`config.mk`:
```
export PLATFORM = sky130hd
export DESIGN_NAME = aligned_gap_allocator_top_flat
export DESIGN_NICKNAME = d
export VERILOG_FILES = /design/src/hw/rtl/agap_pkg.sv /design/src/hw/rtl/agap_if.sv /design/src/hw/rtl/agap_ram.sv /design/src/hw/rtl/agap_ctrl.sv /design/src/hw/rtl/agap_dp.sv /design/src/hw/rtl/aligned_gap_allocator_top.sv /design/src/flat_wrapper.sv
export SDC_FILE = /design/constraint.sdc
export NUM_CORES = 2
export LEC_CHECK = 0
export ABC_AREA = 1
export BUFFER_PORTS_ARGS = -buffer_cell sky130_fd_sc_hd__buf_2
export CAP_MARGIN = 0
export CORE_MARGIN = 4
export CORE_UTILIZATION = 25
export CTS_CLUSTER_DIAMETER = 40
export CTS_CLUSTER_SIZE = 24
export DETAILED_ROUTE_END_ITERATION = 16
export SETUP_SLACK_MARGIN = 0.15
export SLEW_MARGIN = 20
export SYNTH_ARGS = -nofsm -noshare
export SYNTH_HDL_FRONTEND = slang
export SYNTH_SLANG_ARGS = --single-unit
export TNS_END_PERCENT = 30
```
`constraint.sdc`:
```
create_clock -name clk -period 7.85 [get_ports clk]
set_input_delay 0.785 -clock clk [delete_from_list [all_inputs] [get_ports clk]]
set_output_delay 0.785 -clock clk [all_outputs]
set_load 0.005 [all_outputs]
```
`src/hw/rtl/agap_pkg.sv`:
```
// ----------------------------------------------------------------------------
// agap_pkg
// shared constants, codes and types of the aligned gap allocator
// ----------------------------------------------------------------------------
package agap_pkg;

  localparam int MAX_BLOCKS = 32;
  localparam int ADDR_WIDTH = 32;
  localparam int IDX_W      = $clog2(MAX_BLOCKS);
  localparam int CNT_W      = $clog2(MAX_BLOCKS + 1);

  localparam logic [ADDR_WIDTH-1:0] MIN_ALIGN = ADDR_WIDTH'(8);

  localparam logic [1:0] REQ_ALLOC = 2'd0;
  localparam logic [1:0] REQ_FREE  = 2'd1;
  localparam logic [1:0] REQ_QUERY = 2'd2;
  localparam logic [1:0] REQ_RSVD  = 2'd3;

  localparam logic [2:0] ST_OK       = 3'd0;
  localparam logic [2:0] ST_NOSPACE  = 3'd1;
  localparam logic [2:0] ST_BADALIGN = 3'd2;
  localparam logic [2:0] ST_NOTFOUND = 3'd3;
  localparam logic [2:0] ST_FULL     = 3'd4;

  localparam logic [0:0] CFG_REGION_BASE = 1'b0;
  localparam logic [0:0] CFG_REGION_SIZE = 1'b1;

  typedef struct packed {
    logic [ADDR_WIDTH-1:0] base;
    logic [ADDR_WIDTH-1:0] size;
  } entry_t;

  typedef enum logic [3:0] {
    S_IDLE, S_DECODE, S_A_RD, S_A_SUM, S_A_ALN, S_A_FIT, S_RB_SUM,
    S_I_RD, S_I_WR, S_I_PUT, S_F_RD, S_F_CMP, S_D_RD, S_D_WR, S_RESP
  } state_t;

  typedef enum logic [3:0] {
    OP_IDLE, OP_DECODE, OP_A_RD, OP_A_SUM, OP_A_ALN, OP_A_FIT, OP_RB_SUM,
    OP_I_RD, OP_I_WR, OP_I_PUT, OP_F_RD, OP_F_CMP, OP_D_RD, OP_D_WR, OP_RESP
  } dp_op_t;

  typedef struct packed {
    dp_op_t op;
  } dp_cmd_t;

  typedef struct packed {
    logic in_valid;
    logic out_free;
    logic is_alloc;
    logic is_free;
    logic is_query;
    logic bad_align;
    logic full;
    logic count_zero;
    logic fit;
    logic dup;
    logic rb;
    logic idx_zero;
    logic ins_first;
    logic ins_more;
    logic match;
    logic more;
  } dp_stat_t;

endpackage

```
`src/hw/rtl/agap_if.sv`:
```
// ----------------------------------------------------------------------------
// agap request and response channels
// valid/ready channels carrying allocator requests and responses
// ----------------------------------------------------------------------------
interface agap_req_if;
  logic                            valid;
  logic                            ready;
  logic [1:0]                      req_type;
  logic [agap_pkg::ADDR_WIDTH-1:0] req_size;
  logic [agap_pkg::ADDR_WIDTH-1:0] req_alignment;
  logic [agap_pkg::ADDR_WIDTH-1:0] block_address;

  modport source (output valid, req_type, req_size, req_alignment, block_address,
                  input ready);
  modport sink   (input valid, req_type, req_size, req_alignment, block_address,
                  output ready);
endinterface

interface agap_rsp_if;
  logic                            valid;
  logic                            ready;
  logic [2:0]                      status;
  logic [agap_pkg::ADDR_WIDTH-1:0] result_address;
  logic [agap_pkg::ADDR_WIDTH-1:0] result_size;

  modport source (output valid, status, result_address, result_size, input ready);
  modport sink   (input valid, status, result_address, result_size, output ready);
endinterface

```
`src/hw/rtl/agap_ram.sv`:
```
// ----------------------------------------------------------------------------
// agap_ram
// generic single write port ram with one registered read port
// ----------------------------------------------------------------------------
module agap_ram #(
  parameter int WIDTH = 64,
  parameter int DEPTH = 32
) (
  input  logic                     clk,
  input  logic                     we,
  input  logic [$clog2(DEPTH)-1:0] waddr,
  input  logic [WIDTH-1:0]         wdata,
  input  logic [$clog2(DEPTH)-1:0] raddr,
  output logic [WIDTH-1:0]         rdata
);

  logic [WIDTH-1:0] mem [DEPTH];
  logic [WIDTH-1:0] rdata_r;

  always_ff @(posedge clk) begin
    if (we) begin
      mem[waddr] <= wdata;
    end
    rdata_r <= mem[raddr];
  end

  assign rdata = rdata_r;

endmodule

```
`src/hw/rtl/agap_ctrl.sv`:
```
// ----------------------------------------------------------------------------
// agap_ctrl
// sequencer for allocate, free and query requests
// ----------------------------------------------------------------------------
module agap_ctrl (
  input  logic               clk,
  input  logic               rst_n,
  input  agap_pkg::dp_stat_t stat,
  output agap_pkg::dp_cmd_t  cmd
);

  agap_pkg::state_t state_r, state_nxt;

  always_ff @(posedge clk) begin
    if (!rst_n) begin
      state_r <= agap_pkg::S_IDLE;
    end else begin
      state_r <= state_nxt;
    end
  end

  always_comb begin
    state_nxt = state_r;
    unique case (state_r)
      agap_pkg::S_IDLE: begin
        if (stat.in_valid) state_nxt = agap_pkg::S_DECODE;
      end
      agap_pkg::S_DECODE: begin
        priority if (stat.is_alloc) begin
          priority if (stat.bad_align || stat.full) state_nxt = agap_pkg::S_RESP;
          else if (stat.count_zero)                 state_nxt = agap_pkg::S_RB_SUM;
          else                                      state_nxt = agap_pkg::S_A_RD;
        end else if (stat.is_free || stat.is_query) begin
          state_nxt = stat.count_zero ? agap_pkg::S_RESP : agap_pkg::S_F_RD;
        end else begin
          state_nxt = agap_pkg::S_RESP;
        end
      end
      agap_pkg::S_A_RD:   state_nxt = agap_pkg::S_A_SUM;
      agap_pkg::S_A_SUM:  state_nxt = agap_pkg::S_A_ALN;
      agap_pkg::S_RB_SUM: state_nxt = agap_pkg::S_A_ALN;
      agap_pkg::S_A_ALN:  state_nxt = agap_pkg::S_A_FIT;
      agap_pkg::S_A_FIT: begin
        priority if (stat.fit) begin
          priority if (stat.dup)       state_nxt = agap_pkg::S_RESP;
          else if (stat.ins_first)     state_nxt = agap_pkg::S_I_RD;
          else                         state_nxt = agap_pkg::S_I_PUT;
        end else if (stat.rb) begin
          state_nxt = agap_pkg::S_RESP;
        end else if (stat.idx_zero) begin
          state_nxt = agap_pkg::S_RB_SUM;
        end else begin
          state_nxt = agap_pkg::S_A_RD;
        end
      end
      agap_pkg::S_I_RD: state_nxt = agap_pkg::S_I_WR;
      agap_pkg::S_I_WR: begin
        state_nxt = stat.ins_more ? agap_pkg::S_I_RD : agap_pkg::S_I_PUT;
      end
      agap_pkg::S_I_PUT: state_nxt = agap_pkg::S_RESP;
      agap_pkg::S_F_RD:  state_nxt = agap_pkg::S_F_CMP;
      agap_pkg::S_F_CMP: begin
        priority if (stat.match && stat.is_query) state_nxt = agap_pkg::S_RESP;
        else if (stat.more)                       state_nxt = stat.match ? agap_pkg::S_D_RD
                                                                          : agap_pkg::S_F_RD;
        else                                      state_nxt = agap_pkg::S_RESP;
      end
      agap_pkg::S_D_RD: state_nxt = agap_pkg::S_D_WR;
      agap_pkg::S_D_WR: begin
        state_nxt = stat.more ? agap_pkg::S_D_RD : agap_pkg::S_RESP;
      end
      agap_pkg::S_RESP: begin
        if (stat.out_free) state_nxt = agap_pkg::S_IDLE;
      end
      default: state_nxt = agap_pkg::S_IDLE;
    endcase
  end

  always_comb begin
    unique case (state_r)
      agap_pkg::S_IDLE:   cmd.op = agap_pkg::OP_IDLE;
      agap_pkg::S_DECODE: cmd.op = agap_pkg::OP_DECODE;
      agap_pkg::S_A_RD:   cmd.op = agap_pkg::OP_A_RD;
      agap_pkg::S_A_SUM:  cmd.op = agap_pkg::OP_A_SUM;
      agap_pkg::S_A_ALN:  cmd.op = agap_pkg::OP_A_ALN;
      agap_pkg::S_A_FIT:  cmd.op = agap_pkg::OP_A_FIT;
      agap_pkg::S_RB_SUM: cmd.op = agap_pkg::OP_RB_SUM;
      agap_pkg::S_I_RD:   cmd.op = agap_pkg::OP_I_RD;
      agap_pkg::S_I_WR:   cmd.op = agap_pkg::OP_I_WR;
      agap_pkg::S_I_PUT:  cmd.op = agap_pkg::OP_I_PUT;
      agap_pkg::S_F_RD:   cmd.op = agap_pkg::OP_F_RD;
      agap_pkg::S_F_CMP:  cmd.op = agap_pkg::OP_F_CMP;
      agap_pkg::S_D_RD:   cmd.op = agap_pkg::OP_D_RD;
      agap_pkg::S_D_WR:   cmd.op = agap_pkg::OP_D_WR;
      agap_pkg::S_RESP:   cmd.op = agap_pkg::OP_RESP;
      default:            cmd.op = agap_pkg::OP_IDLE;
    endcase
  end

endmodule

```
`src/hw/rtl/agap_dp.sv`:
```
// ----------------------------------------------------------------------------
// agap_dp
// block table, gap arithmetic, request and response registers
// ----------------------------------------------------------------------------
module agap_dp (
  input  logic                            clk,
  input  logic                            rst_n,
  agap_req_if.sink                        in_ch,
  agap_rsp_if.source                      out_ch,
  input  logic                            cfg_we,
  input  logic [0:0]                      cfg_index,
  input  logic [agap_pkg::ADDR_WIDTH-1:0] cfg_data,
  input  agap_pkg::dp_cmd_t               cmd,
  output agap_pkg::dp_stat_t              stat
);

  localparam int AW = agap_pkg::ADDR_WIDTH;
  localparam int CW = agap_pkg::CNT_W;
  localparam int IW = agap_pkg::IDX_W;

  logic [AW-1:0] rb_r, rsize_r;
  logic [1:0]    type_r;
  logic [AW-1:0] size_r, al_r, addr_r;
  logic [CW-1:0] count_r, idx_r, pos_r;
  logic [AW:0]   v_r;
  logic [AW-1:0] s_r, end_r, cur_base_r;
  logic          ok_r, end_is_base_r, rb_phase_r;
  logic [2:0]    res_status_r;
  logic [AW-1:0] res_addr_r, res_size_r;
  logic          out_valid_r;
  logic [2:0]    out_status_r;
  logic [AW-1:0] out_addr_r, out_size_r;

  agap_pkg::entry_t rdata, wdata;
  logic             we;
  logic [IW-1:0]    waddr, raddr;

  logic [AW-1:0] al_m1;
  logic [AW:0]   top_sum, diff;
  logic [AW+1:0] aln_sum;
  logic [CW-1:0] idx_inc, idx_dec, pos_c;
  logic          fit, dup, more, match, out_free;

  assign al_m1   = al_r - AW'(1);
  assign top_sum = {1'b0, rb_r} + {1'b0, rsize_r};
  assign aln_sum = {1'b0, v_r} + {2'b00, al_m1};
  assign diff    = {1'b0, end_r} - {1'b0, s_r};
  assign idx_inc = idx_r + CW'(1);
  assign idx_dec = idx_r - CW'(1);
  assign pos_c   = rb_phase_r ? '0 : idx_inc;
  assign fit     = ok_r && !diff[AW] && (diff[AW-1:0] >= size_r);
  assign dup     = (!rb_phase_r && (s_r == cur_base_r)) || (end_is_base_r && (s_r == end_r));
  assign more    = idx_inc < count_r;
  assign match   = rdata.base == addr_r;
  assign out_free = !out_valid_r || out_ch.ready;

  assign raddr = (cmd.op == agap_pkg::OP_I_RD) ? idx_dec[IW-1:0] : idx_r[IW-1:0];

  always_comb begin
    we    = 1'b0;
    waddr = idx_r[IW-1:0];
    wdata = rdata;
    unique case (cmd.op)
      agap_pkg::OP_I_WR: we = 1'b1;
      agap_pkg::OP_I_PUT: begin
        we    = 1'b1;
        waddr = pos_r[IW-1:0];
        wdata = '{base: s_r, size: size_r};
      end
      agap_pkg::OP_D_WR: begin
        we    = 1'b1;
        waddr = idx_dec[IW-1:0];
      end
      default: we = 1'b0;
    endcase
  end

  agap_ram #(
    .WIDTH($bits(agap_pkg::entry_t)),
    .DEPTH(agap_pkg::MAX_BLOCKS)
  ) u_table (
    .clk  (clk),
    .we   (we),
    .waddr(waddr),
    .wdata(wdata),
    .raddr(raddr),
    .rdata(rdata)
  );

  always_ff @(posedge clk) begin
    if (!rst_n) begin
      rb_r    <= '0;
      rsize_r <= '0;
    end else if (cfg_we) begin
      unique case (cfg_index)
        agap_pkg::CFG_REGION_BASE: rb_r    <= cfg_data;
        agap_pkg::CFG_REGION_SIZE: rsize_r <= cfg_data;
        default: ;
      endcase
    end
  end

  always_ff @(posedge clk) begin
    if (!rst_n) begin
      count_r     <= '0;
      out_valid_r <= 1'b0;
    end else begin
      if (cmd.op == agap_pkg::OP_I_PUT) begin
        count_r <= count_r + CW'(1);
      end
      if (((cmd.op == agap_pkg::OP_F_CMP && match && type_r == agap_pkg::REQ_FREE) ||
           cmd.op == agap_pkg::OP_D_WR) && !more) begin
        count_r <= count_r - CW'(1);
      end
      if (cmd.op == agap_pkg::OP_RESP && out_free) begin
        out_valid_r <= 1'b1;
      end else if (out_ch.ready) begin
        out_valid_r <= 1'b0;
      end
    end
  end

  always_ff @(posedge clk) begin
    unique case (cmd.op)
      agap_pkg::OP_IDLE: begin
        if (in_ch.valid) begin
          type_r       <= in_ch.req_type;
          size_r       <= in_ch.req_size;
          al_r         <= (in_ch.req_alignment < agap_pkg::MIN_ALIGN) ? agap_pkg::MIN_ALIGN
                                                                      : in_ch.req_alignment;
          addr_r       <= in_ch.block_address;
          res_status_r <= agap_pkg::ST_OK;
          res_addr_r   <= '0;
          res_size_r   <= '0;
        end
      end
      agap_pkg::OP_DECODE: begin
        rb_phase_r    <= 1'b0;
        end_is_base_r <= 1'b0;
        end_r         <= top_sum[AW] ? '1 : top_sum[AW-1:0];
        priority if (type_r == agap_pkg::REQ_ALLOC) begin
          idx_r <= count_r - CW'(1);
          priority if (stat.bad_align)   res_status_r <= agap_pkg::ST_BADALIGN;
          else if (stat.full)            res_status_r <= agap_pkg::ST_FULL;
          else                           res_status_r <= agap_pkg::ST_OK;
        end else if (type_r == agap_pkg::REQ_FREE || type_r == agap_pkg::REQ_QUERY) begin
          idx_r <= '0;
          if (count_r == '0) res_status_r <= agap_pkg::ST_NOTFOUND;
        end else begin
          res_status_r <= agap_pkg::ST_NOTFOUND;
        end
      end
      agap_pkg::OP_A_SUM: begin
        v_r        <= {1'b0, rdata.base} + {1'b0, rdata.size};
        cur_base_r <= rdata.base;
      end
      agap_pkg::OP_RB_SUM: begin
        v_r        <= {1'b0, rb_r};
        rb_phase_r <= 1'b1;
      end
      agap_pkg::OP_A_ALN: begin
        ok_r <= aln_sum[AW+1:AW] == 2'b00;
        s_r  <= aln_sum[AW-1:0] & ~al_m1;
      end
      agap_pkg::OP_A_FIT: begin
        if (fit) begin
          res_addr_r <= s_r;
          pos_r      <= pos_c;
          idx_r      <= count_r;
        end else begin
          end_r         <= cur_base_r;
          end_is_base_r <= 1'b1;
          idx_r         <= idx_dec;
          if (rb_phase_r) res_status_r <= agap_pkg::ST_NOSPACE;
        end
      end
      agap_pkg::OP_I_WR: idx_r <= idx_dec;
      agap_pkg::OP_F_CMP: begin
        idx_r <= idx_inc;
        if (match) begin
          if (type_r == agap_pkg::REQ_QUERY) res_size_r <= rdata.size;
        end else if (!more) begin
          res_status_r <= agap_pkg::ST_NOTFOUND;
        end
      end
      agap_pkg::OP_D_WR: idx_r <= idx_inc;
      agap_pkg::OP_RESP: begin
        if (out_free) begin
          out_status_r <= res_status_r;
          out_addr_r   <= res_addr_r;
          out_size_r   <= res_size_r;
        end
      end
      default: ;
    endcase
  end

  assign in_ch.ready           = cmd.op == agap_pkg::OP_IDLE;
  assign out_ch.valid          = out_valid_r;
  assign out_ch.status         = out_status_r;
  assign out_ch.result_address = out_addr_r;
  assign out_ch.result_size    = out_size_r;

  always_comb begin
    stat.in_valid   = in_ch.valid;
    stat.out_free   = out_free;
    stat.is_alloc   = type_r == agap_pkg::REQ_ALLOC;
    stat.is_free    = type_r == agap_pkg::REQ_FREE;
    stat.is_query   = type_r == agap_pkg::REQ_QUERY;
    stat.bad_align  = (al_r & al_m1) != '0;
    stat.full       = count_r == CW'(agap_pkg::MAX_BLOCKS);
    stat.count_zero = count_r == '0;
    stat.fit        = fit;
    stat.dup        = dup;
    stat.rb         = rb_phase_r;
    stat.idx_zero   = idx_r == '0;
    stat.ins_first  = count_r > pos_c;
    stat.ins_more   = idx_dec > pos_r;
    stat.match      = match;
    stat.more       = more;
  end

endmodule

```
`src/hw/rtl/aligned_gap_allocator_top.sv`:
```
// ----------------------------------------------------------------------------
// aligned_gap_allocator_top
// aligned allocator over one region with a sorted table of blocks
//
//   channel   role    transfer
//   in_ch     sink    request: type, size, alignment, block address
//   out_ch    source  response: status, address, size
//   cfg_*     write   region base (index 0), region size (index 1)
//
// one request at a time; each request is decoded, then answered in the response state
// allocate scans the table top down (read, sum, align, fit per block), then
// moves the blocks above the insert point up by one (read, write each); free
// and query scan bottom up (read, compare per block) and a free moves the blocks above down by one
// reset empties the table at once; a stalled response holds the next request
// ----------------------------------------------------------------------------
module aligned_gap_allocator_top (
  input  logic                            clk,
  input  logic                            rst_n,
  agap_req_if.sink                        in_ch,
  agap_rsp_if.source                      out_ch,
  input  logic                            cfg_we,
  input  logic [0:0]                      cfg_index,
  input  logic [agap_pkg::ADDR_WIDTH-1:0] cfg_data
);

  agap_pkg::dp_cmd_t  cmd;
  agap_pkg::dp_stat_t stat;

  agap_ctrl u_ctrl (
    .clk  (clk),
    .rst_n(rst_n),
    .stat (stat),
    .cmd  (cmd)
  );

  agap_dp u_dp (
    .clk      (clk),
    .rst_n    (rst_n),
    .in_ch    (in_ch),
    .out_ch   (out_ch),
    .cfg_we   (cfg_we),
    .cfg_index(cfg_index),
    .cfg_data (cfg_data),
    .cmd      (cmd),
    .stat     (stat)
  );

endmodule
```
`src/flat_wrapper.sv`:
```
// flat-port wrapper written by rule: the top's interface ports become plain ports
module aligned_gap_allocator_top_flat 
  (clk, rst_n, cfg_we, cfg_index, cfg_data, in_ch_valid, in_ch_req_type, in_ch_req_size, in_ch_req_alignment, in_ch_block_address, in_ch_ready, out_ch_valid, out_ch_status, out_ch_result_address, out_ch_result_size, out_ch_ready);
  agap_req_if in_ch_i ();
  agap_rsp_if out_ch_i ();
  input  logic clk;
  input  logic rst_n;
  input  logic cfg_we;
  input  logic [0:0] cfg_index;
  input  logic [agap_pkg::ADDR_WIDTH-1:0] cfg_data;
  input wire logic [$bits(in_ch_i.valid)-1:0] in_ch_valid;
  input wire logic [$bits(in_ch_i.req_type)-1:0] in_ch_req_type;
  input wire logic [$bits(in_ch_i.req_size)-1:0] in_ch_req_size;
  input wire logic [$bits(in_ch_i.req_alignment)-1:0] in_ch_req_alignment;
  input wire logic [$bits(in_ch_i.block_address)-1:0] in_ch_block_address;
  output wire logic [$bits(in_ch_i.ready)-1:0] in_ch_ready;
  output wire logic [$bits(out_ch_i.valid)-1:0] out_ch_valid;
  output wire logic [$bits(out_ch_i.status)-1:0] out_ch_status;
  output wire logic [$bits(out_ch_i.result_address)-1:0] out_ch_result_address;
  output wire logic [$bits(out_ch_i.result_size)-1:0] out_ch_result_size;
  input wire logic [$bits(out_ch_i.ready)-1:0] out_ch_ready;
  assign in_ch_i.valid = in_ch_valid;
  assign in_ch_i.req_type = in_ch_req_type;
  assign in_ch_i.req_size = in_ch_req_size;
  assign in_ch_i.req_alignment = in_ch_req_alignment;
  assign in_ch_i.block_address = in_ch_block_address;
  assign in_ch_ready = in_ch_i.ready;
  assign out_ch_valid = out_ch_i.valid;
  assign out_ch_status = out_ch_i.status;
  assign out_ch_result_address = out_ch_i.result_address;
  assign out_ch_result_size = out_ch_i.result_size;
  assign out_ch_i.ready = out_ch_ready;
  aligned_gap_allocator_top u_core (.clk(clk), .rst_n(rst_n), .in_ch(in_ch_i), .out_ch(out_ch_i), .cfg_we(cfg_we), .cfg_index(cfg_index), .cfg_data(cfg_data));
endmodule
```
# Word-level counts from Yosys, hierarchy flattened
# Memories as Yosys holds them, arrays and structs flattened. A register that Yosys moved wholly into a read port is not among the register bits.
# Index checks and enable logic that the tools add are counted.
[totals] mem_bits_rw=2048 inputBits=136 elab_cells=194 out_inout_bits=69 regBits=451 rom_bits=64 n_memories=2
[classes] muxes=59 n_reduce_logical=48 n_eq_ne=43 magnitude_cmp=5 add_sub_neg=9 n_bitwise=4
[mem_list] memory="u_core.u_dp.u_table.mem" words=32 word_bits=64 rd=1 rd_clocked_by_memory_dff=1 write_ports=1 line="agap_ram.sv:17" rtl="logic [WIDTH-1:0] mem [DEPTH];"
[mem_list] memory="(no name shown)" words=16 word_bits=4 rd=1 rd_clocked_by_memory_dff=1 write_ports=0 line="agap_ctrl.sv:80" rtl="unique case (state_r)"
[ops] op="32-bit 2-to-1 mux" count=6
[ops] op="32-bit one-hot mux with 2 select lines" count=3
[ops] op="32-bit equality test" count=3
[ops] op="32-bit by 32-bit adder with 33-bit output" count=2
[ops] op="33-bit one-hot mux with 2 select lines" count=1
[ops] op="32-bit AND" count=2
[ops] op="64-bit 2-to-1 mux" count=1
[ops] op="4-bit one-hot mux with 14 select lines" count=1
[ops] op="3-bit 2-to-1 mux" count=17
[ops] op="4-bit equality test (second input constant)" count=12
[ops] op="4-bit 2-to-1 mux" count=11
[ops] op="6-bit 2-to-1 mux" count=6
[ops] op="33-bit by 32-bit adder with 34-bit output" count=1
[ops] op="32-bit by 32-bit subtractor with 33-bit output" count=1
[ops] op="4-bit by 3-bit equality test with 1-bit output (second input constant)" count=8
[ops] op="32-bit >= comparator" count=1
[ops] op="32-bit by 4-bit < comparator with 1-bit output (second input constant)" count=1
[ops] op="32-bit inverter" count=1
[ops] op="32-bit nonzero test" count=1
[ops] op="32-bit by 1-bit subtractor with 32-bit output (second input constant)" count=1
[ops] op="6-bit one-hot mux with 4 select lines" count=1
[ops] op="2-bit != test (second input constant)" count=9
[ops] op="2-bit AND reduction" count=8
[ops] op="2-bit nonzero test" count=7
[ops] op="31 further kinds" count=63

# Depth between registers and ports, before layout
[logic_depth] ltp_word=9 ltp_mapped=32 depth_no_buf=32

# Modules after synthesis
# A second synthesis with hierarchy kept.
[unflattened] hier_cells=10189 area_unflattened_um2=111356.8
[modules_own_cells] module="agap_ram" area_per_inst_um2=83022.1 seq_area_each_um2=62780.2 cells_per_inst=6768 instances=1
[modules_own_cells] module="agap_dp" area_per_inst_um2=27789.2 seq_area_each_um2=12712.2 cells_per_inst=3325 instances=1
[modules_own_cells] module="agap_ctrl" area_per_inst_um2=545.5 seq_area_each_um2=160.2 cells_per_inst=96 instances=1

# Worst setup path before layout
# OpenSTA, ideal clock, no wires.
[synth_path] path_type="input to register" startpoint="input out_ch_ready" endpoint="register u_core.u_dp.out_addr_r[0] (netlist: u_core.u_dp.out_ch.result_address[0]) (enable)" stages=2 arrival_time_ns=7.237 setup_slack_ns=-0.048 cell_sequence="nor2_1 nor4_1"
[synth_via] elab_chain_cells=2
[synth_lines] item="from (decl)" line="flat_wrapper.sv:21" rtl="input wire logic [$bits(out_ch_i.ready)-1:0] out_ch_ready;"
[synth_lines] item="1-bit logical OR" line="agap_dp.sv:55" rtl="assign out_free = !out_valid_r || out_ch.ready;"
[synth_lines] item="2-bit AND reduction (no line)"
[synth_lines] item="to (signal assigned)" line="agap_dp.sv:190" rtl="out_addr_r <= res_addr_r;"
[synth_lines] item="to (decl)" line="agap_dp.sv:32" rtl="logic [AW-1:0] out_addr_r, out_size_r;"
# Every way passes these cells.
# A chain may end at the register's enable or synchronous reset.

# Worst setup path after layout
[layout_path] startpoint="register u_core.u_dp.s_r[0]" endpoint="register u_core.u_dp.res_addr_r[30] (enable)"
[layout_via] elab_chain_cells=6 word_cells_on_any_way=7
[layout_lines] item="from (decl)" line="agap_dp.sv:26" rtl="logic [AW-1:0] s_r, end_r, cur_base_r;"
[layout_lines] item="from (signal assigned)" line="agap_dp.sv:163" rtl="s_r <= aln_sum[AW-1:0] & ~al_m1;"
[layout_lines] item="32-bit by 32-bit subtractor with 33-bit output (*)" line="agap_dp.sv:47" rtl="assign diff = {1'b0, end_r} - {1'b0, s_r};"
[layout_lines] item="parallel branches: the longest is 2 deep, another holds 32-bit >= comparator"
[layout_lines] item="1-bit logical AND (*)" line="agap_dp.sv:51" rtl="assign fit = ok_r && !diff[AW] && (diff[AW-1:0] >= size_r);"
[layout_lines] item="2-bit != test (no line) (*)"
[layout_lines] item="3-bit AND reduction (no line) (*)"
[layout_lines] item="to (signal assigned)" line="agap_dp.sv:167" rtl="res_addr_r <= s_r;"
[layout_lines] item="to (decl)" line="agap_dp.sv:29" rtl="logic [AW-1:0] res_addr_r, res_size_r;"
# Mark *: on every way between the ends.

==> summary.txt <==
Floorplan
  • Top Ports: around 210
  • Core ar.: 435000 sq um
  • Die Wd: approximately 670 um
  • Row cnt: 242
  • Die H: 669 um
  • Die ar.: 447000 sq um
  • Initial Util: between 20% and 30%

Synth
  • Synth Area in Simple Gates: 13.1%
  • Post-synthesis xor/xnor area fraction: less than 1%
  • Number of synthesized flops with an enable pin: 2424
  • Ys flop type: edfxtp_1
  • Mapped Cells: 9534
  • Syn_area_per_cell: 11.4 sq um
  • Post-synthesis register bit count: 2567
  • Mux cell area share after synthesis: 0%
  • Mapped Area: 109000 sq um
  • Post-synth top area cell: edfxtp_1
  • Top cells by area, synth: edfxtp_1 67%, nor2_1 5.4%, o21ai_0 4.7%, nand2_1 4.4%, o22ai_1 3.0%
  • Syn Nets: 9891
  • Library cells used by synthesis: 51
  • Commonest cells post-synth: 2424 x edfxtp_1, 1568 x nor2_1, 1284 x nand2_1
  • Yosys warns: 0
  • Seq/Total Area, Yosys: between 60 and 70%
  • Share of the synthesized area in the top cell type: between 60% and 70%
  • Compound-cell area share of the yosys netlist: about a tenth
  • Fraction of registers with async set/reset: 0%
  • Largest family of logic cells by synthesized area: simple AND/OR/NAND/NOR gates
  • Cell with the most instances after synthesis: edfxtp_1
  • Adder-Cell Fraction of Synth Area: around 2.6%

Timing
  • Hold slack: 0.0610 ns
  • Least-Margin Pin Slew: 1.14 ns
  • RSZ-0062 raised after global routing: false
  • Clock Skew: 0.0878 ns
  • Final setup fails: 0
  • FMAX: 0.180 GHz
  • Final worst path period share: 70.7%
  • Slew HR: 23.5%
  • Max-slew violations: 0
  • TNS Setup: 0 ns
  • Final Hold Fails: 0
  • Post-layout min period: 5.55 ns

Finish
  • Synth-to-layout area growth: 18.9%
  • Layout cell share with drive strength beyond 1: 11.0%
  • Nets: 10100
  • Final Instance Area: 130000 sq um

Pwr
  • Switching Share: between 40% and 50%
  • Internal: 0.0331 W
  • Pwr Density: 426 nW/um^2
  • Psw: 0.0222 W
  • VDD IR max: 382 uV
  • Comb pwr share: 35.3%
  • Clock share of power: between 20% and 30%
  • Leakage: about 45 nW
  • Sequential share of power: 35.4%

Detailed routing
  • DR WL/cell: between 20 and 25 um
  • Post-route ant nets: 0
  • Vias: 77400
  • Routed WL: 360000 um
  • # DRC: 0
  • Drt first pass iters: 6
  • Vias per Instance: 4.91
  • Drt first-iter violations: 9609

Clock tree
  • Total CTS buffers: approximately 350
  • Clk slew on worst S/H paths: around 0.060 ns
  • Maximum buffer depth of the clock tree: 4
  • CTS Root Buffer Type: clkbuf_16
  • CTS tree: built
  • Clk_lat worst skew: 0.90 ns
  • CTS resizes: 0
  • CTS H-tree depth: 5
  • CTS sink count: 2567

Setup path
  • Critical path endpoint: u_core.u_dp.res_addr_r[30]
  • Reg2reg setup slack: 2.30 ns
  • CP most frequent cell: nand2_1
  • Crit Path Class: reg -> reg
  • RR Endpoint: u_core.u_dp.res_addr_r[30]
  • Largest stage delay, worst path: 0.48 ns
  • Critical path's slowest cell: nor2_1
  • Worst setup EP type: flop
  • Crit. Startpoint: u_core.u_dp.s_r[0]
  • R2R depth: 25
  • WP data required: 8.37 ns
  • Critical Path Source Type: flop
  • Crit path DAT: 6.07 ns
  • R2r startpoint: u_core.u_dp.s_r[0]
  • Max FO, Critical Path: 32

Worst hold path
  • Hold Path Class: in -> reg

Global routing
  • GRT Overall Usage: 15.4%
  • Grt ovf: 0
  • Initial antenna violation count: 29
  • Vias in the first global route: 71600
  • Largest net degree at the start of global routing: 250
  • Global-route wire length before repair: 512000 um

Placement
  • # port buffers: 204
  • Gpl congestion: around 0.94
  • Placed inst area: approximately 120000 sq um
  • DP HPWL: 213000 um

Flow run
  • Maxcap violations: 0

Status
  • Status: finished clean
==> critical path: cells and delay by family, from the launching register on <==
kind / cells / cell delay (ns)
fa+ha+maj: 3 / 0.96
compound gates: 4 / 0.71
buf+inv: 2 / 0.47
flops: 1 / 0.42
simple gates: 15 / 2.46
xor+xnor: 1 / 0.16
==> metal layers <==
layer / GRT usage, % / wire, um / vias up
met2: 24.1 / 161000 / 3824
li1: - / - / 34700
met5: 0 / 46 / -
met1: 20.9 / 147000 / 38200
met4: 6.96 / 17900 / 8
met3: 2.47 / 33100 / 695
==> how the worst min path moves through the flow <==
stage | endpoint | depth (start not counted) | slack (ns) | from
floorplan | u_core.u_dp.out_ch.result_address[0] | 0 | 0.40 | u_core.u_dp.res_addr_r[0]
global placement | u_core.u_dp.out_ch.result_address[29] | 0 | 0.40 | u_core.u_dp.res_addr_r[29]
detailed placement | u_core.u_dp.out_ch.result_address[21] | 0 | 0.40 | u_core.u_dp.res_addr_r[21]
CTS | u_core.u_dp.size_r[30] | 1 | 0.0001 | in_ch_req_size[30]
global route | u_core.u_dp.size_r[30] | 1 | 0.03 | in_ch_req_size[30]
finish | u_core.u_dp.size_r[30] | 1 | 0.06 | in_ch_req_size[30]
==> flip-flops by register name, indices dropped and copies added (netlist names), 4 cells and up <==
name and cells:
u_core.u_dp.rb_r 32, u_core.u_dp.res_addr_r 32, u_core.u_dp.out_ch.result_size 32, u_core.u_dp.rsize_r 32, u_core.u_ctrl.state_r 4, u_core.u_dp.al_r 32, u_core.u_dp.addr_r 32, u_core.u_dp.v_r 33
u_core.u_dp.u_table.mem 2048, u_core.u_dp.count_r 6, u_core.u_dp.res_size_r 32, u_core.u_dp.out_ch.result_address 32, u_core.u_dp.pos_r 6, u_core.u_dp.end_r 32, u_core.u_dp.cur_base_r 32, u_core.u_dp.idx_r 6
u_core.u_dp.u_table.rdata 64, u_core.u_dp.size_r 32, u_core.u_ctrl.cmd 4, u_core.u_dp.s_r 32
==> cell families after synthesis <==
| logic type | count (synthesis) |
|---|---|
| buf+inv | 994 |
| compound gates | 2103 |
| xor+xnor | 112 |
| flops | 2567 |
| fa+ha+maj | 221 |
| simple gates | 3537 |
==> timing repair <==
action / 4_1_cts / 5_1_grt
hold endpoints to repair: 2 / 0
setup buffers: 0 / 0
hold buffers: 2 / 0
==> layout make-up <==
cell class,count,area (sq um)
Fill cell,44000,305000
Clock buffer,383,9050
Timing Repair Buffer,365,2750
Tap cell,5734,7170
Sequential cell,2567,75700
Inverter,469,1810
Antenna cell,6,15.0
Multi-Input combinational cell,5973,30300
Clock inverter,260,3010
==> stage by stage <==
step | worst slack (ns) | utilization [%] | total power [W] | instances
after global placement | 2.27 | 27.0 | 0.0388 | 15100
after CTS | 2.31 | 29.8 | 0.0551 | 15700
final | 2.30 | 29.8 | 0.0553 | 15800
after detailed placement | 2.31 | 27.0 | 0.0389 | 15100
after floorplan | 1.67 | - | 0.0312 | 9534
after global routing | 1.76 | 29.8 | 0.0579 | 15800
==> power groups by stage <==
stage / clock [W] / combinational, W / sequential [W]
finish: 0.0162 / 0.0195 / 0.0196
global route: 0.0170 / 0.0213 / 0.0196
CTS: 0.0164 / 0.0192 / 0.0195
floorplan: 0 / 0.0121 / 0.0191
detailed placement: 0 / 0.0191 / 0.0198
global placement: 0 / 0.0190 / 0.0198
==> cells in the final DEF, fill, tap and decap left out, types with 30 or more instances in the layout <==
cell type / synthesis / routed
clkbuf_16: 0 / 357
bufinv_16: 0 / 30
nor3_1: 49 / 49
nor2_1: 1568 / 1531
buf_12: 0 / 33
o21ai_0: 1023 / 955
edfxtp_1: 2424 / 2424
clkinvlp_4: 0 / 32
dfxtp_1: 143 / 143
buf_4: 14 / 121
o21ai_4: 1 / 30
nand3_1: 547 / 547
clkinv_2: 1 / 31
clkinv_4: 0 / 38
inv_1: 461 / 457
o22ai_1: 516 / 516
buf_2: 132 / 204
o21ai_1: 264 / 272
nand4_1: 40 / 40
o21ai_2: 0 / 31
nand2_1: 1284 / 1284
a21oi_1: 181 / 180
xor2_1: 49 / 49
ha_1: 217 / 217
nor2_4: 0 / 36
inv_6: 0 / 60
xnor2_1: 63 / 63
Note: power is estimated with default switching activity, not from simulation.
